## config.mk

```make
export PLATFORM = sky130hd
export DESIGN_NAME = ghsc_ctrl
export DESIGN_NICKNAME = d
export VERILOG_FILES = /design/src/rtl/ghsc_pkg.sv /design/src/rtl/ghsc_ctrl.sv
export SDC_FILE = /design/constraint.sdc
export NUM_CORES = 1
export LEC_CHECK = 0
export ABC_AREA = 1
export ABC_CLOCK_PERIOD_IN_PS = 3800
export BUFFER_PORTS_ARGS = -buffer_cell sky130_fd_sc_hd__buf_2
export CAP_MARGIN = 10
export CORE_MARGIN = 2
export CORE_UTILIZATION = 41
export CTS_CLUSTER_DIAMETER = 80
export CTS_CLUSTER_SIZE = 30
export DETAILED_ROUTE_END_ITERATION = 16
export GPL_TIMING_DRIVEN = 0
export PLACE_DENSITY_LB_ADDON = 0.2
export SETUP_SLACK_MARGIN = 0.3
export SLEW_MARGIN = 0
export SYNTH_ARGS = -nofsm -noshare
export SYNTH_HDL_FRONTEND = slang
export SYNTH_SLANG_ARGS = --single-unit
```

## constraint.sdc

```tcl
create_clock -name clk -period 3.8 [get_ports clk]
set_clock_uncertainty 0.15 [all_clocks]
set_input_delay 0.38 -clock clk [delete_from_list [all_inputs] [get_ports clk]]
set_output_delay 0.38 -clock clk [all_outputs]
set_load 0.01 [all_outputs]
```

## src/rtl/ghsc_pkg.sv

```systemverilog
package ghsc_pkg;

    // Operand selection for the shared cross-product unit
    typedef enum logic [1:0] {
        GEO_SORT = 2'd0,   // key - pivot against store entry - pivot
        GEO_SCAN = 2'd1,   // top - second against point - top
        GEO_C1   = 2'd2,   // turn at hull vertex i
        GEO_C2   = 2'd3    // turn at hull vertex i+1
    } geo_sel_t;

    typedef struct packed {
        logic     in_ready;
        logic     load;
        logic     sort_init;
        logic     set_j;
        logic     rd_store_jm1;
        logic     key_ld;
        logic     a_ld;
        logic     wr_j_a;
        logic     wr_j_key;
        logic     j_dec;
        logic     i_inc;
        logic     geo_go;
        geo_sel_t geo_sel;
        logic     hull_init;
        logic     pop;
        logic     s_ld;
        logic     push;
        logic     chk_top;
        logic     chk_base;
        logic     w2_ld;
        logic     w3_ld;
        logic     c1_ld;
        logic     fail;
        logic     shift;
        logic     emit;
    } ghsc_cmd_t;

    typedef struct packed {
        logic in_valid;
        logic in_last;
        logic i_ge_n;
        logic j_le1;
        logic cnt_gt1;
        logic i_next_ge_cnt;
        logic key_first;
        logic cross_neg;
        logic cross_zero;
        logic c1;
        logic out_busy;
    } ghsc_status_t;

endpackage

```

## src/rtl/ghsc_ctrl.sv

```systemverilog
module ghsc_ctrl (
    input  logic                   clk,
    input  logic                   rst_n,
    input  ghsc_pkg::ghsc_status_t status,
    output ghsc_pkg::ghsc_cmd_t    cmd
);
    typedef enum logic [25:0] {
        ST_IDLE     = 26'd1 << 0,
        ST_S_OUTER  = 26'd1 << 1,
        ST_S_KEY    = 26'd1 << 2,
        ST_S_INNER  = 26'd1 << 3,
        ST_S_RD     = 26'd1 << 4,
        ST_S_GO     = 26'd1 << 5,
        ST_GW1      = 26'd1 << 6,
        ST_GW2      = 26'd1 << 7,
        ST_S_DEC    = 26'd1 << 8,
        ST_S_PLACE  = 26'd1 << 9,
        ST_H_INIT   = 26'd1 << 10,
        ST_H_OUTER  = 26'd1 << 11,
        ST_H_KEY    = 26'd1 << 12,
        ST_H_TEST   = 26'd1 << 13,
        ST_H_DEC    = 26'd1 << 14,
        ST_H_POP    = 26'd1 << 15,
        ST_H_PUSH   = 26'd1 << 16,
        ST_C_TOP    = 26'd1 << 17,
        ST_C_BASE   = 26'd1 << 18,
        ST_C_R2     = 26'd1 << 19,
        ST_C_R3     = 26'd1 << 20,
        ST_C_G1     = 26'd1 << 21,
        ST_C_D1     = 26'd1 << 22,
        ST_C_D2     = 26'd1 << 23,
        ST_C_SH     = 26'd1 << 24,
        ST_DONE     = 26'd1 << 25
    } state_t;

    state_t state_reg, state_next, ret_reg, ret_next;

    always_ff @(posedge clk or negedge rst_n)
    begin
        if (!rst_n)
        begin
            state_reg <= ST_IDLE;
            ret_reg   <= ST_IDLE;
        end
        else
        begin
            state_reg <= state_next;
            ret_reg   <= ret_next;
        end
    end

    always_comb
    begin
        cmd        = '0;
        cmd.geo_sel = ghsc_pkg::GEO_SORT;
        state_next = state_reg;
        ret_next   = ret_reg;
        unique case (state_reg)
            ST_IDLE:
            begin
                cmd.in_ready = 1'b1;
                cmd.load     = 1'b1;
                if (status.in_valid && status.in_last)
                begin
                    cmd.sort_init = 1'b1;
                    state_next    = ST_S_OUTER;
                end
            end
            ST_S_OUTER:
            begin
                cmd.set_j = 1'b1;
                state_next = status.i_ge_n ? ST_H_INIT : ST_S_KEY;
            end
            ST_S_KEY:
            begin
                cmd.key_ld = 1'b1;
                state_next = ST_S_INNER;
            end
            ST_S_INNER:
            begin
                cmd.rd_store_jm1 = 1'b1;
                state_next = status.j_le1 ? ST_S_PLACE : ST_S_RD;
            end
            ST_S_RD:
            begin
                cmd.a_ld = 1'b1;
                state_next = ST_S_GO;
            end
            ST_S_GO:
            begin
                cmd.geo_go  = 1'b1;
                cmd.geo_sel = ghsc_pkg::GEO_SORT;
                ret_next    = ST_S_DEC;
                state_next  = ST_GW1;
            end
            ST_GW1:
            begin
                state_next = ST_GW2;
            end
            ST_GW2:
            begin
                state_next = ret_reg;
            end
            ST_S_DEC:
            begin
                if (status.key_first)
                begin
                    cmd.wr_j_a = 1'b1;
                    cmd.j_dec  = 1'b1;
                    state_next = ST_S_INNER;
                end
                else
                begin
                    state_next = ST_S_PLACE;
                end
            end
            ST_S_PLACE:
            begin
                cmd.wr_j_key = 1'b1;
                cmd.i_inc    = 1'b1;
                state_next   = ST_S_OUTER;
            end
            ST_H_INIT:
            begin
                cmd.hull_init = 1'b1;
                state_next    = ST_H_OUTER;
            end
            ST_H_OUTER:
            begin
                state_next = status.i_ge_n ? ST_C_TOP : ST_H_KEY;
            end
            ST_H_KEY:
            begin
                cmd.key_ld = 1'b1;
                state_next = ST_H_TEST;
            end
            ST_H_TEST:
            begin
                if (status.cnt_gt1)
                begin
                    cmd.geo_go  = 1'b1;
                    cmd.geo_sel = ghsc_pkg::GEO_SCAN;
                    ret_next    = ST_H_DEC;
                    state_next  = ST_GW1;
                end
                else
                begin
                    state_next = ST_H_PUSH;
                end
            end
            ST_H_DEC:
            begin
                if (status.cross_neg)
                begin
                    cmd.pop    = 1'b1;
                    state_next = ST_H_POP;
                end
                else
                begin
                    state_next = ST_H_PUSH;
                end
            end
            ST_H_POP:
            begin
                cmd.s_ld   = 1'b1;
                state_next = ST_H_TEST;
            end
            ST_H_PUSH:
            begin
                cmd.push   = 1'b1;
                cmd.i_inc  = 1'b1;
                state_next = ST_H_OUTER;
            end
            ST_C_TOP:
            begin
                cmd.chk_top = 1'b1;
                state_next  = ST_C_BASE;
            end
            ST_C_BASE:
            begin
                cmd.chk_base = 1'b1;
                state_next   = status.cnt_gt1 ? ST_C_R2 : ST_DONE;
            end
            ST_C_R2:
            begin
                cmd.w2_ld  = 1'b1;
                state_next = ST_C_R3;
            end
            ST_C_R3:
            begin
                cmd.w3_ld  = 1'b1;
                state_next = ST_C_G1;
            end
            ST_C_G1:
            begin
                cmd.geo_go  = 1'b1;
                cmd.geo_sel = ghsc_pkg::GEO_C1;
                ret_next    = ST_C_D1;
                state_next  = ST_GW1;
            end
            ST_C_D1:
            begin
                cmd.c1_ld   = 1'b1;
                cmd.geo_go  = 1'b1;
                cmd.geo_sel = ghsc_pkg::GEO_C2;
                ret_next    = ST_C_D2;
                state_next  = ST_GW1;
            end
            ST_C_D2:
            begin
                if (!status.c1 && !status.cross_zero)
                begin
                    cmd.fail   = 1'b1;
                    state_next = ST_DONE;
                end
                else
                begin
                    cmd.i_inc = 1'b1;
                    if (status.i_next_ge_cnt)
                    begin
                        state_next = ST_DONE;
                    end
                    else
                    begin
                        cmd.shift  = 1'b1;
                        state_next = ST_C_SH;
                    end
                end
            end
            ST_C_SH:
            begin
                cmd.w3_ld  = 1'b1;
                state_next = ST_C_G1;
            end
            ST_DONE:
            begin
                if (!status.out_busy)
                begin
                    cmd.emit   = 1'b1;
                    state_next = ST_IDLE;
                end
            end
            default:
            begin
                state_next = ST_IDLE;
            end
        endcase
    end
endmodule
```

==> results of run 1 <==
## layout make-up
class / count / area, um2
clock buffers: 7 / 76.3
multi-input cells: 218 / 1020
repair buffers: 38 / 190
fillers: 520 / 2360
inverters: 53 / 201
clock inverters: 1 / 5.00
flip-flops and latches: 31 / 778
plain buffers: 4 / 33.8
well taps: 67 / 83.8
## power breakdown
part	internal, mW	leakage, nW	switching [mW]
clock	0.128	0.0422	0.118
sequential	0.348	0.404	0.0103
combinational	0.0816	1.02	0.173
## cells in the final DEF (no fill, tap or decap), types with 2 or more instances in the layout
cell type	count
sky130_fd_sc_hd__clkbuf_1	2
sky130_fd_sc_hd__dfstp_2	2
sky130_fd_sc_hd__nor2_1	78
sky130_fd_sc_hd__a21oi_1	4
sky130_fd_sc_hd__inv_1	51
sky130_fd_sc_hd__nand2_1	77
sky130_fd_sc_hd__buf_2	38
sky130_fd_sc_hd__o21ai_0	9
sky130_fd_sc_hd__clkbuf_8	5
sky130_fd_sc_hd__nor2_2	8
sky130_fd_sc_hd__nor2_4	6
sky130_fd_sc_hd__nand2_2	4
sky130_fd_sc_hd__dfrtp_1	29
sky130_fd_sc_hd__nand4_2	2
sky130_fd_sc_hd__nand2_4	4
sky130_fd_sc_hd__buf_4	3
sky130_fd_sc_hd__nand3_1	10
sky130_fd_sc_hd__nand4_1	3
sky130_fd_sc_hd__nor3_1	8
## critical path: stages (launching register included)
cell and delay [ns]:
sky130_fd_sc_hd__dfrtp_1 0.42, sky130_fd_sc_hd__nor2_2 0.19, sky130_fd_sc_hd__nand2_2 0.13, sky130_fd_sc_hd__nor2_4 0.18
sky130_fd_sc_hd__nand2_4 0.12, sky130_fd_sc_hd__inv_4 0.10, sky130_fd_sc_hd__nand2_1 0.11, sky130_fd_sc_hd__inv_1 0.08
sky130_fd_sc_hd__o21ai_0 0.13, sky130_fd_sc_hd__nor2_1 0.11, sky130_fd_sc_hd__buf_2 0.13
## layer usage
layer	wire, um	global-route usage	part of all wire	up-vias
met4	44	0.0536	0.0089	0
li1	-	-	-	1003
met3	158	0.0407	0.032	6
met1	2320	0.259	0.47	872
met2	2400	0.306	0.49	27
met5	0	0	0	-
## cells by family after synthesis
family                 after synthesis
AOI/OAI and AO/OA                   15
buffers and inverters               57
DFF                                 31
and+or+nand+nor                    203
## worst paths after layout
path | end | slack [ns] | cells past startpoint
max reg2reg | ret_reg[23] | 1.80 | 9
min reg2reg | ret_reg[0] | 0.32 | 2
min | state_reg[18] | -0.008 | 1
max | cmd[1] | 1.29 | 10
max in group asynchronous | state_reg[16] | 3.05 | 1
min in group clk | state_reg[4] | 0.11 | 2
==> impl_metrics.prom, run 1 <==
# TYPE chip_impl_metric gauge
chip_impl_metric{name="yosys.area_share.xor_xnor",unit=""} 0
chip_impl_metric{name="yosysTopAreaCellShare",unit=""} 0.356
chip_impl_metric{name="final_cell_utilization_of_the_core",unit=""} 0.503
chip_impl_info{name="startpoint_of_the_worst_slack_reg_to_reg_timing_path",value="state_reg[16]"} 1
chip_impl_metric{name="reg_clk_slew_reported_paths",unit="ns"} 0.07
chip_impl_metric{name="worst-endpoint-arrival",unit="ns"} 1.98
chip_impl_metric{name="synth-async-reset-ratio",unit=""} 1.00
chip_impl_metric{name="synth_cell_type_count",unit=""} 24
chip_impl_metric{name="place_worst_setup_slack",unit="ns"} 1.58
chip_impl_metric{name="die_extent_in_y",unit="um"} 74.5
chip_impl_metric{name="max-cap-violations",unit=""} 0
chip_impl_metric{name="dr_total_vias",unit=""} 1908
chip_impl_metric{name="min_period_over_period",unit=""} 0.660
chip_impl_metric{name="placedInstanceArea",unit="um2"} 2310
chip_impl_metric{name="totalWireLength",unit="mm"} 4.92
chip_impl_metric{name="relative_max_transition_margin",unit=""} 0.532
chip_impl_info{name="rsz0062_at_grt",value="no"} 1
chip_impl_info{name="yosys-top-cells-area",value="sky130_fd_sc_hd__dfrtp_1, sky130_fd_sc_hd__nor2_1, sky130_fd_sc_hd__nand2_1, sky130_fd_sc_hd__inv_1, sky130_fd_sc_hd__nor2_4"} 1
chip_impl_info{name="synth_top_cells_by_count",value="sky130_fd_sc_hd__nor2_1, sky130_fd_sc_hd__nand2_1, sky130_fd_sc_hd__inv_1, sky130_fd_sc_hd__dfrtp_1, sky130_fd_sc_hd__nand3_1"} 1
chip_impl_info{name="synth_top_flop_cell",value="sky130_fd_sc_hd__dfrtp_1"} 1
chip_impl_metric{name="routabilityCongestion",unit=""} 0.893
chip_impl_metric{name="postRouteAntennaNets",unit=""} 0
chip_impl_metric{name="io_buffer_count",unit=""} 38
chip_impl_metric{name="ys_ff_latch",unit=""} 31
chip_impl_metric{name="report.final.setup_viol",unit=""} 0
chip_impl_metric{name="routedWlPerCell",unit="um"} 11.7
chip_impl_metric{name="layoutNonFillerInstCount",unit=""} 419
chip_impl_metric{name="detail_route.first_pass.iterations",unit=""} 4
chip_impl_info{name="yosysTopAreaCell",value="sky130_fd_sc_hd__dfrtp_1"} 1
chip_impl_metric{name="cts_max_path_buffers",unit=""} 2
chip_impl_info{name="tritoncts",value="yes"} 1
chip_impl_metric{name="worst-slew-pin-transition",unit="ns"} 0.702
chip_impl_info{name="setup.worst_path.start",value="state_reg[8]"} 1
chip_impl_metric{name="floorplan.io_pins",unit=""} 39
chip_impl_metric{name="post_cts.resized_instances",unit=""} 0
chip_impl_metric{name="dp_cells",unit=""} 411
chip_impl_metric{name="post-cts-setup-buffer-count",unit=""} 0
chip_impl_metric{name="grt_first_pass_wirelength",unit="mm"} 7.83
chip_impl_metric{name="worst_skew_pair.late_latency",unit="ns"} 0.28
chip_impl_metric{name="postCtsHoldBufs",unit=""} 0
chip_impl_metric{name="core_region_area",unit="um2"} 4750
chip_impl_metric{name="timing.critical_path.required",unit="ns"} 3.27
chip_impl_metric{name="power.total",unit="uW"} 858
chip_impl_info{name="root_buffer",value="sky130_fd_sc_hd__clkbuf_8"} 1
chip_impl_metric{name="finalMaxSlewViolations",unit=""} 0
chip_impl_metric{name="floorplan.die.width",unit="um"} 74.5
chip_impl_metric{name="cellPowerDensity",unit="nW/um2"} 359
chip_impl_metric{name="synthesis.instances",unit=""} 306
chip_impl_metric{name="mappedNetlistNets",unit=""} 319
chip_impl_metric{name="post_synth_fa_ha_maj_area_fraction",unit=""} 0
chip_impl_metric{name="vdd_drop_max",unit="mV"} 0.206
chip_impl_metric{name="first_global_vias",unit=""} 1718
chip_impl_metric{name="grt_antenna_before_repair",unit=""} 0
chip_impl_info{name="min_delay_path_class",value="input port to asynchronous set/reset pin"} 1
chip_impl_metric{name="die-area",unit="um2"} 5550
chip_impl_metric{name="groute.usage.overall",unit=""} 0.190
chip_impl_metric{name="area_growth",unit="%"} 17.5
chip_impl_info{name="largest_family_of_logic_cells_by_synthesized_area",value="simple AND/OR/NAND/NOR gates"} 1
chip_impl_info{name="run_status",value="finished with violations"} 1
chip_impl_metric{name="synth_mux_area_frac",unit=""} 0
chip_impl_metric{name="synth-edff-count",unit=""} 0
chip_impl_metric{name="routed_via_density",unit=""} 4.55
chip_impl_metric{name="fmax",unit="GHz"} 0.399
chip_impl_metric{name="syn-cell-area",unit="um2"} 2040
chip_impl_metric{name="synth_area_in_simple_gates",unit=""} 0.463
chip_impl_metric{name="timing.final.ws_setup",unit="ns"} 1.29
chip_impl_metric{name="cts_sinks",unit=""} 31
chip_impl_metric{name="rows",unit=""} 25
chip_impl_metric{name="global_route.overflow_total",unit=""} 0
chip_impl_metric{name="drive_above_1_share",unit=""} 0.224
chip_impl_metric{name="yosys_warnings",unit=""} 0
chip_impl_metric{name="place.detailed.hpwl",unit="mm"} 3.91
chip_impl_metric{name="synthesis.area_per_instance",unit="um2"} 6.65
chip_impl_metric{name="detail_route.drc_violations",unit=""} 0
chip_impl_metric{name="period_needed",unit="ns"} 2.51
chip_impl_metric{name="antenna-diode-count",unit=""} 0
chip_impl_metric{name="htreeDepth",unit=""} 2
chip_impl_metric{name="hold_slack",unit="ns"} -0.00785
chip_impl_metric{name="first_iter_violations",unit=""} 138
chip_impl_metric{name="finalNetCount",unit=""} 364
chip_impl_metric{name="synth.yosys.seq_area_share",unit=""} 0.382
chip_impl_metric{name="floorplan.initialDensity",unit=""} 0.428
chip_impl_info{name="criticalPathCategory",value="register to output port"} 1
chip_impl_metric{name="largest_reg_flops",unit=""} 26
chip_impl_metric{name="cts_buffers",unit=""} 5
chip_impl_info{name="failing_checks",value="hold timing"} 1
chip_impl_metric{name="timing_hold_violations_final",unit=""} 7
chip_impl_metric{name="stdcell_area",unit="um2"} 2390
chip_impl_metric{name="synth-compound-area-share",unit=""} 0.0387
chip_impl_info{name="worst_setup_end_kind",value="output port"} 1
chip_impl_metric{name="path_max_fanout",unit=""} 9
chip_impl_metric{name="grt_max_degree",unit=""} 32
chip_impl_metric{name="final.setup.tns",unit="ns"} 0
chip_impl_metric{name="power.static_leakage",unit="nW"} 1.47
chip_impl_info{name="yosys.cell_count.top_type",value="sky130_fd_sc_hd__nor2_1"} 1
chip_impl_info{name="timing.critical_path.from_type",value="register"} 1
No activity file was read; power rests on OpenSTA's default activity.
==> run 2: changes to the inputs <==
--- a/config.mk
+++ b/config.mk
@@ -6,7 +6,7 @@
 export NUM_CORES = 1
 export LEC_CHECK = 0
 export ABC_AREA = 1
-export ABC_CLOCK_PERIOD_IN_PS = 3800
+export ABC_CLOCK_PERIOD_IN_PS = 2100
 export BUFFER_PORTS_ARGS = -buffer_cell sky130_fd_sc_hd__buf_2
 export CAP_MARGIN = 10
 export CORE_MARGIN = 2
==> constraint.sdc (replaced) <==
create_clock -name clk -period 2.1 [get_ports clk]
set_clock_uncertainty 0.15 [all_clocks]
set_input_delay 0.21 -clock clk [delete_from_list [all_inputs] [get_ports clk]]
set_output_delay 0.21 -clock clk [all_outputs]
set_load 0.01 [all_outputs]
==> run 2 against run 1 <==
  * The run ends with setup timing left
  * Combinational power grew to 3.0 times the previous value
  * Total power is 120% higher
  * Critical path depth is 2 lower
  * Die area stayed put
  * Worst setup slack worse by 1.4 ns
  * Design area is 31% higher
  * Sequential power is 81% higher
  * First-iteration DRC count is 10% lower
  * Routed wire length is 19% higher
  * Clock power is 80% higher
==> impl_metrics.prom, run 2 (synthesized netlist as in run 1, its figures left out) <==
# TYPE chip_impl_metric gauge
chip_impl_info{name="run_status",value="finished with violations"} 1
chip_impl_info{name="failing_checks",value="setup timing"} 1
chip_impl_metric{name="max-cap-violations",unit=""} 0
chip_impl_metric{name="finalNetCount",unit=""} 412
chip_impl_metric{name="grt_first_pass_wirelength",unit="mm"} 9.23
chip_impl_info{name="worst_hold_startpoint",value="status[6]"} 1
chip_impl_metric{name="vdd_drop_max",unit="mV"} 0.394
chip_impl_metric{name="area_growth",unit="%"} 53.8
chip_impl_metric{name="htreeDepth",unit=""} 2
chip_impl_metric{name="grt_antenna_before_repair",unit=""} 0
chip_impl_metric{name="timing.final.ws_setup",unit="ns"} -0.0668
chip_impl_metric{name="combined_buffer_and_inverter_count_along_the_critical_path",unit=""} 2
chip_impl_metric{name="first_global_vias",unit=""} 2049
chip_impl_metric{name="die_extent_in_y",unit="um"} 74.5
chip_impl_metric{name="floorplan.die.width",unit="um"} 74.5
chip_impl_metric{name="grt_max_degree",unit=""} 32
chip_impl_metric{name="slowest_delay",unit="ns"} 0.44
chip_impl_metric{name="detail_route.drc_violations",unit=""} 0
chip_impl_metric{name="cellPowerDensity",unit="nW/um2"} 595
chip_impl_metric{name="detail_route.first_pass.iterations",unit=""} 4
chip_impl_metric{name="antenna-diode-count",unit=""} 0
chip_impl_info{name="tritoncts",value="yes"} 1
chip_impl_info{name="root_buffer",value="sky130_fd_sc_hd__clkbuf_8"} 1
chip_impl_metric{name="largest_reg_flops",unit=""} 26
chip_impl_metric{name="period_needed",unit="ns"} 2.17
chip_impl_metric{name="finalMaxSlewViolations",unit=""} 0
chip_impl_metric{name="timing.critical_path.required",unit="ns"} 1.74
chip_impl_metric{name="totalWireLength",unit="mm"} 5.87
chip_impl_metric{name="drive_above_1_share",unit=""} 0.420
chip_impl_info{name="setup.worst_path.start",value="state_reg[24]"} 1
chip_impl_metric{name="layoutNonFillerInstCount",unit=""} 467
chip_impl_metric{name="worst_skew_pair.late_latency",unit="ns"} 0.28
chip_impl_info{name="timing.critical_path.from_type",value="register"} 1
chip_impl_metric{name="cts_buffers",unit=""} 5
chip_impl_info{name="critical-path-slowest-cell",value="sky130_fd_sc_hd__dfrtp_2"} 1
chip_impl_info{name="worst_setup_end_kind",value="output port"} 1
chip_impl_metric{name="power.static_leakage",unit="nW"} 1.74
chip_impl_metric{name="global_route.overflow_total",unit=""} 0
chip_impl_metric{name="core_region_area",unit="um2"} 4750
chip_impl_metric{name="hold_slack",unit="ns"} 0.0470
chip_impl_metric{name="cts_sinks",unit=""} 31
chip_impl_info{name="layout.cells.most_common_list",value="sky130_fd_sc_hd__nor2_1, sky130_fd_sc_hd__nand2_1, sky130_fd_sc_hd__inv_1, sky130_fd_sc_hd__buf_4, sky130_fd_sc_hd__buf_2"} 1
chip_impl_metric{name="postRouteAntennaNets",unit=""} 0
chip_impl_metric{name="routed_via_density",unit=""} 4.68
chip_impl_metric{name="path_max_fanout",unit=""} 5
chip_impl_metric{name="fillerInstances",unit=""} 403
chip_impl_metric{name="reg_clk_slew_reported_paths",unit="ns"} 0.07
chip_impl_metric{name="rows",unit=""} 25
chip_impl_metric{name="worst-slew-pin-transition",unit="ns"} 0.707
chip_impl_info{name="startpoint_of_the_worst_slack_reg_to_reg_timing_path",value="state_reg[16]"} 1
chip_impl_metric{name="multi_input_comb_area",unit="um2"} 1270
chip_impl_metric{name="timing_hold_violations_final",unit=""} 0
chip_impl_metric{name="routabilityCongestion",unit=""} 0.893
chip_impl_metric{name="routedWlPerCell",unit="um"} 12.6
chip_impl_metric{name="place.detailed.hpwl",unit="mm"} 3.91
chip_impl_metric{name="dr_total_vias",unit=""} 2185
chip_impl_info{name="crit_chain",value="nor2_4 -> nand2_1 -> nor2_1 -> nand4_4 -> nand3_4 -> nor2_2 -> inv_1 -> buf_2"} 1
chip_impl_metric{name="cts_max_path_buffers",unit=""} 2
chip_impl_metric{name="min_period_over_period",unit=""} 1.03
chip_impl_info{name="criticalPathCategory",value="register to output port"} 1
chip_impl_metric{name="area.sequential",unit="um2"} 779
chip_impl_info{name="min_delay_path_class",value="input port to register"} 1
chip_impl_metric{name="report.final.setup_viol",unit=""} 12
chip_impl_metric{name="relative_max_transition_margin",unit=""} 0.529
chip_impl_metric{name="io_buffer_count",unit=""} 38
chip_impl_metric{name="worst-endpoint-arrival",unit="ns"} 1.81
chip_impl_metric{name="floorplan.io_pins",unit=""} 39
chip_impl_info{name="rsz0062_at_grt",value="yes"} 1
chip_impl_metric{name="first_iter_violations",unit=""} 124
chip_impl_metric{name="die-area",unit="um2"} 5550
chip_impl_metric{name="final_cell_utilization_of_the_core",unit=""} 0.658
chip_impl_info{name="top_family_by_delay_on_critical_path",value="simple AND/OR/NAND/NOR gates"} 1
chip_impl_metric{name="fmax",unit="GHz"} 0.462
chip_impl_metric{name="groute.usage.overall",unit=""} 0.224
chip_impl_metric{name="dp_cells",unit=""} 411
chip_impl_metric{name="floorplan.initialDensity",unit=""} 0.428
## run 2: cell types whose count changed in the layout (fill, tap and decap cells not counted), sizes merged
cell and change:
buf +42, dlygate4sd3 +6
## run 2: timing repair
action,in CTS,in global routing
resized for setup,71,28
hold buffers,6,0
gates cloned,0,0
pin swaps,36,18
setup endpoints to repair,34,33
hold endpoints to repair,35,0
buffers inserted,31,11
## run 2: final timing paths
kind	endpoint	slack (ns)	cells past startpoint
max	cmd[14]	-0.07	8
min in group asynchronous	state_reg[19]	0.37	2
min reg2reg	ret_reg[0]	0.30	2
max reg2reg	state_reg[0]	0.02	14
max in group asynchronous	state_reg[24]	0.93	2
min	state_reg[25]	0.05	2
## run 2: metal layers
metal | up-vias | wire, um | GRT usage
met5 | - | 0 | 0
met4 | 0 | 89 | 0.0595
met3 | 11 | 191 | 0.0501
met2 | 36 | 3100 | 0.392
met1 | 1033 | 2490 | 0.278
li1 | 1105 | - | -
## run 2: through the flow
| step | cell area (um2) | power (mW) | setup TNS (ns) | setup slack, ns |
|---|---|---|---|---|
| 6_report | 3130 | 1.86 | -0.355 | -0.0668 |
| 5_1_grt | 3130 | 1.97 | -1.78 | -0.136 |
| 3_3_place_gp | 2310 | 1.11 | 0 | 0.0335 |
| 4_1_cts | 2930 | 1.82 | -0.0286 | -0.00822 |
| 3_5_place_dp | 2310 | 1.12 | 0 | 0.0479 |
| 2_1_floorplan | 2040 | 0.976 | 0 | 0.321 |
## run 2: power breakdown
group          total [mW]  internal, mW  switching, mW
clock network       0.443         0.232          0.211
registers           0.649         0.629         0.0195
logic               0.772         0.335          0.437
total                1.86          1.20          0.667
## run 2: worst register-to-register path, stage by stage (launching register included)
cell	delay, ns
sky130_fd_sc_hd__dfrtp_1	0.42
sky130_fd_sc_hd__nor2_4	0.17
sky130_fd_sc_hd__nand2_4	0.10
sky130_fd_sc_hd__buf_4	0.15
sky130_fd_sc_hd__nor2_4	0.16
sky130_fd_sc_hd__nand2_4	0.12
sky130_fd_sc_hd__buf_4	0.17
sky130_fd_sc_hd__nor2_4	0.11
sky130_fd_sc_hd__nor2_1	0.07
sky130_fd_sc_hd__nand3_1	0.09
sky130_fd_sc_hd__nor2_1	0.06
sky130_fd_sc_hd__nand2_1	0.06
sky130_fd_sc_hd__nand2_1	0.06
sky130_fd_sc_hd__nand2_1	0.07
sky130_fd_sc_hd__nand2_1	0.06
## run 2: area by class of cell
| class | count | area share |
|---|---|---|
| clock buffer | 7 | 0.0244 |
| timing repair buffer | 86 | 0.213 |
| sequential | 31 | 0.249 |
| inverter | 53 | 0.0659 |
| clock inverter | 1 | 0.00160 |
| tap | 67 | 0.0268 |
| multi-input combinational | 218 | 0.406 |
| buffer | 4 | 0.0132 |
==> run 3: changes to the inputs <==
--- a/config.mk
+++ b/config.mk
@@ -5,17 +5,19 @@
 export SDC_FILE = /design/constraint.sdc
 export NUM_CORES = 1
 export LEC_CHECK = 0
-export ABC_AREA = 1
 export ABC_CLOCK_PERIOD_IN_PS = 2100
 export BUFFER_PORTS_ARGS = -buffer_cell sky130_fd_sc_hd__buf_2
 export CAP_MARGIN = 10
+export CELL_PAD_IN_SITES_DETAIL_PLACEMENT = 0
+export CELL_PAD_IN_SITES_GLOBAL_PLACEMENT = 1
 export CORE_MARGIN = 2
-export CORE_UTILIZATION = 41
+export CORE_UTILIZATION = 37
 export CTS_CLUSTER_DIAMETER = 80
 export CTS_CLUSTER_SIZE = 30
 export DETAILED_ROUTE_END_ITERATION = 16
 export GPL_TIMING_DRIVEN = 0
 export PLACE_DENSITY_LB_ADDON = 0.2
+export RECOVER_POWER = 50
 export SETUP_SLACK_MARGIN = 0.3
 export SLEW_MARGIN = 0
 export SYNTH_ARGS = -nofsm -noshare
==> run 3 against run 2 <==
  * The run still ends with setup timing left
  * Highest routed layer unchanged
  * Hold slack got worse by 0.016 ns
  * Clock power increased by 63%
  * Total power increased by 30%
  * Largest power group unchanged
  * Area after synthesis decreased by 6.6%
==> impl_metrics.prom, run 3 <==
# TYPE chip_impl_metric gauge
chip_impl_metric{name="timing.final.ws_setup",unit="ns"} -0.719
chip_impl_metric{name="finalNetCount",unit=""} 333
chip_impl_metric{name="place.detailed.hpwl",unit="mm"} 3.35
chip_impl_metric{name="grt_antenna_before_repair",unit=""} 0
chip_impl_metric{name="dr_total_vias",unit=""} 2033
chip_impl_metric{name="synth_area_in_simple_gates",unit=""} 0.442
chip_impl_metric{name="grt_first_pass_wirelength",unit="mm"} 9.09
chip_impl_info{name="top_family_by_delay_on_critical_path",value="simple AND/OR/NAND/NOR gates"} 1
chip_impl_info{name="yosys.cell_count.top_type",value="sky130_fd_sc_hd__dfrtp_1"} 1
chip_impl_metric{name="hold_path_depth",unit=""} 2
chip_impl_info{name="cpMostUsedCell",value="sky130_fd_sc_hd__buf_6"} 1
chip_impl_metric{name="vdd_drop_max",unit="mV"} 0.388
chip_impl_metric{name="area.sequential",unit="um2"} 788
chip_impl_metric{name="groute.usage.overall",unit=""} 0.215
chip_impl_metric{name="detail_route.first_pass.iterations",unit=""} 4
chip_impl_metric{name="mappedNetlistNets",unit=""} 207
chip_impl_metric{name="worst-endpoint-arrival",unit="ns"} 2.46
chip_impl_metric{name="timing.critical_path.required",unit="ns"} 1.74
chip_impl_info{name="global_route.peak_usage_layer",value="met2"} 1
chip_impl_info{name="root_buffer",value="sky130_fd_sc_hd__clkbuf_8"} 1
chip_impl_metric{name="worst_skew_pair.late_latency",unit="ns"} 0.30
chip_impl_metric{name="yosys_warnings",unit=""} 0
chip_impl_metric{name="cts_max_path_buffers",unit=""} 2
chip_impl_metric{name="die-area",unit="um2"} 5730
chip_impl_info{name="failing_checks",value="setup timing"} 1
chip_impl_metric{name="grt_max_degree",unit=""} 32
chip_impl_info{name="startpoint_of_the_worst_slack_reg_to_reg_timing_path",value="state_reg[12]"} 1
chip_impl_metric{name="totalWireLength",unit="mm"} 6.48
chip_impl_metric{name="synth-compound-area-share",unit=""} 0.0704
chip_impl_metric{name="global_route.overflow_total",unit=""} 0
chip_impl_info{name="holdPathEnd",value="state_reg[25]"} 1
chip_impl_metric{name="synth_mux_area_frac",unit=""} 0
chip_impl_metric{name="syn-cell-area",unit="um2"} 1900
chip_impl_metric{name="synth.yosys.seq_area_share",unit=""} 0.409
chip_impl_info{name="largest_family_of_logic_cells_by_synthesized_area",value="simple AND/OR/NAND/NOR gates"} 1
chip_impl_metric{name="multi_input_comb_area",unit="um2"} 1520
chip_impl_metric{name="detail_route.drc_violations",unit=""} 0
chip_impl_metric{name="floorplan.die.width",unit="um"} 75.7
chip_impl_metric{name="htreeDepth",unit=""} 2
chip_impl_info{name="crit_chain",value="buf_6 -> nor4_4 -> nand4_1 -> or3_4 -> nor4b_4 -> and3_4 -> buf_6"} 1
chip_impl_metric{name="place_worst_setup_slack",unit="ns"} -0.663
chip_impl_metric{name="yosysTopAreaCellShare",unit=""} 0.382
chip_impl_metric{name="max-cap-violations",unit=""} 0
chip_impl_metric{name="yosys.area_share.xor_xnor",unit=""} 0.0323
chip_impl_metric{name="worstRegToRegCells",unit=""} 13
chip_impl_info{name="worst_hold_startpoint",value="status[6]"} 1
chip_impl_metric{name="fillerInstances",unit=""} 360
chip_impl_info{name="worst_setup_end_kind",value="output port"} 1
chip_impl_metric{name="worst-r2r-setup-slack",unit="ns"} -0.56
chip_impl_info{name="tritoncts",value="yes"} 1
chip_impl_metric{name="core_region_area",unit="um2"} 5040
chip_impl_metric{name="combined_buffer_and_inverter_count_along_the_critical_path",unit=""} 2
chip_impl_metric{name="cts_buffers",unit=""} 5
chip_impl_metric{name="synthesis.instances",unit=""} 194
chip_impl_metric{name="antenna-diode-count",unit=""} 0
chip_impl_metric{name="path_max_fanout",unit=""} 6
chip_impl_info{name="run_status",value="finished with violations"} 1
chip_impl_metric{name="rows",unit=""} 26
chip_impl_metric{name="io_buffer_count",unit=""} 38
chip_impl_metric{name="groute.layer.met2.usage",unit=""} 0.357
chip_impl_metric{name="synth-edff-count",unit=""} 0
chip_impl_metric{name="fmax",unit="GHz"} 0.355
chip_impl_info{name="yosysTopAreaCell",value="sky130_fd_sc_hd__dfrtp_1"} 1
chip_impl_metric{name="synth_cell_type_count",unit=""} 44
chip_impl_info{name="setup.worst_path.start",value="state_reg[18]"} 1
chip_impl_info{name="yosys-top-cells-area",value="sky130_fd_sc_hd__dfrtp_1, sky130_fd_sc_hd__nor3_1, sky130_fd_sc_hd__nor4b_1, sky130_fd_sc_hd__nor4_2, sky130_fd_sc_hd__nor4_4"} 1
chip_impl_metric{name="report.final.setup_viol",unit=""} 54
chip_impl_metric{name="finalMaxSlewViolations",unit=""} 0
chip_impl_metric{name="post_synth_fa_ha_maj_area_fraction",unit=""} 0
chip_impl_metric{name="layoutNonFillerInstCount",unit=""} 391
chip_impl_metric{name="grt_use_met3",unit=""} 0.0503
chip_impl_metric{name="dp_cells",unit=""} 302
chip_impl_metric{name="period_needed",unit="ns"} 2.82
chip_impl_info{name="min_delay_path_class",value="input port to register"} 1
chip_impl_info{name="layout.cells.most_common_list",value="sky130_fd_sc_hd__buf_4, sky130_fd_sc_hd__buf_6, sky130_fd_sc_hd__buf_2, sky130_fd_sc_hd__dfrtp_1, sky130_fd_sc_hd__nor4_4"} 1
chip_impl_metric{name="postRouteAntennaNets",unit=""} 0
chip_impl_metric{name="first_iter_violations",unit=""} 76
chip_impl_metric{name="area_growth",unit="%"} 90.2
chip_impl_metric{name="final.setup.tns",unit="ns"} -20.67
chip_impl_metric{name="floorplan.initialDensity",unit=""} 0.377
chip_impl_metric{name="relative_max_transition_margin",unit=""} 0.470
chip_impl_metric{name="routed_via_density",unit=""} 5.20
chip_impl_metric{name="synth-async-reset-ratio",unit=""} 1.00
chip_impl_info{name="layout_commonest_cell",value="sky130_fd_sc_hd__buf_4"} 1
chip_impl_metric{name="timing_hold_violations_final",unit=""} 0
chip_impl_metric{name="min_period_over_period",unit=""} 1.34
chip_impl_metric{name="slowest_delay",unit="ns"} 0.40
chip_impl_metric{name="worst-slew-pin-transition",unit="ns"} 0.796
chip_impl_metric{name="largest_reg_flops",unit=""} 26
chip_impl_info{name="synth_top_cells_by_count",value="sky130_fd_sc_hd__dfrtp_1, sky130_fd_sc_hd__nor2_1, sky130_fd_sc_hd__nor3_1, sky130_fd_sc_hd__nand2_1, sky130_fd_sc_hd__nor4_1"} 1
chip_impl_metric{name="routedWlPerCell",unit="um"} 16.6
chip_impl_metric{name="placedInstanceArea",unit="um2"} 2380
chip_impl_metric{name="synthesis.area_per_instance",unit="um2"} 9.80
chip_impl_metric{name="ys_ff_latch",unit=""} 31
chip_impl_info{name="critical-path-slowest-cell",value="sky130_fd_sc_hd__or3_4"} 1
chip_impl_info{name="worst_r2r_endpoint",value="state_reg[0]"} 1
chip_impl_metric{name="cts_sinks",unit=""} 31
chip_impl_metric{name="cellPowerDensity",unit="nW/um2"} 670
chip_impl_metric{name="floorplan.io_pins",unit=""} 39
chip_impl_info{name="rsz0062_at_grt",value="yes"} 1
chip_impl_info{name="synth_top_flop_cell",value="sky130_fd_sc_hd__dfrtp_1"} 1
chip_impl_metric{name="grt_use_met1",unit=""} 0.274
chip_impl_metric{name="routabilityCongestion",unit=""} 0.755
chip_impl_metric{name="drive_above_1_share",unit=""} 0.651
chip_impl_metric{name="die_extent_in_y",unit="um"} 75.7
chip_impl_metric{name="first_global_vias",unit=""} 1868
chip_impl_metric{name="stdcell_area",unit="um2"} 3610
chip_impl_metric{name="power.static_leakage",unit="nW"} 1.64
chip_impl_info{name="criticalPathCategory",value="register to output port"} 1
chip_impl_info{name="timing.critical_path.from_type",value="register"} 1
chip_impl_metric{name="reg_clk_slew_reported_paths",unit="ns"} 0.07
==> run 3: cell types whose count changed in the layout (fill, tap and decap cells not counted), sizes merged, moves of 4 or more <==
cell,delta
or3,+4
nor4b,+13
nor2,-76
and2,+8
or2,+4
buf,+39
nor3,+7
xor2,+6
nand3b,+7
nand2,-71
nand3,-8
nor4,+19
inv,-48
==> run 3: worst max path at each step <==
| stage | to | slack [ns] | cells after the start |
|---|---|---|---|
| CTS | cmd[23] | -0.76 | 7 |
| detailed placement | cmd[14] | -0.66 | 8 |
| floorplan | cmd[23] | -0.27 | 6 |
| global route | cmd[23] | -0.83 | 7 |
| global placement | cmd[14] | -0.70 | 8 |
| finish | cmd[23] | -0.72 | 7 |
==> run 3: cell type report <==
| type | count | area share |
|---|---|---|
| multi-input cells | 147 | 0.419 |
| repair buffers | 119 | 0.265 |
| flip-flops and latches | 31 | 0.218 |
| plain buffers | 11 | 0.0318 |
| well taps | 70 | 0.0242 |
| clock buffers | 6 | 0.0201 |
| clock inverters | 2 | 0.0166 |
| inverters | 5 | 0.00519 |
==> run 3: logic make-up after synthesis <==
logic type	count (synthesis)
AOI/OAI and AO/OA	20
and+or+nand+nor	120
xor gates and xnor gates	7
buffers and inverters	16
DFF	31
==> run 3: metal layers <==
metal / wire length, um / share of wire
met1: 2780 / 0.43
met2: 3330 / 0.51
met3: 254 / 0.039
met4: 121 / 0.019
met5: 0 / 0
==> run 3: what timing repair did <==
| action | 4_1_cts | 5_1_grt |
|---|---|---|
| setup buffers | 52 | 24 |
| setup endpoints to repair | 56 | 57 |
| endpoints found under the hold margin | 33 | 0 |
| hold buffers | 5 | 0 |
| pin swaps | 41 | 21 |
| gates resized for setup | 68 | 37 |
==> run 3: power breakdown <==
group / internal (mW) / switching, mW
Sequential: 0.624 / 0.0460
Combinational: 0.522 / 0.506
Clock: 0.474 / 0.247
Total: 1.62 / 0.800
==> run 3: per-stage QoR <==
step / total power, mW / hold slack (ns) / utilization
finish: 2.42 / 0.0311 / 0.717
global route: 2.53 / 0.0327 / 0.717
CTS: 2.25 / 0.0382 / 0.649
detailed placement: 1.17 / 0.156 / 0.472
global placement: 1.17 / 0.153 / 0.472
floorplan: 1.04 / -0.236 / -
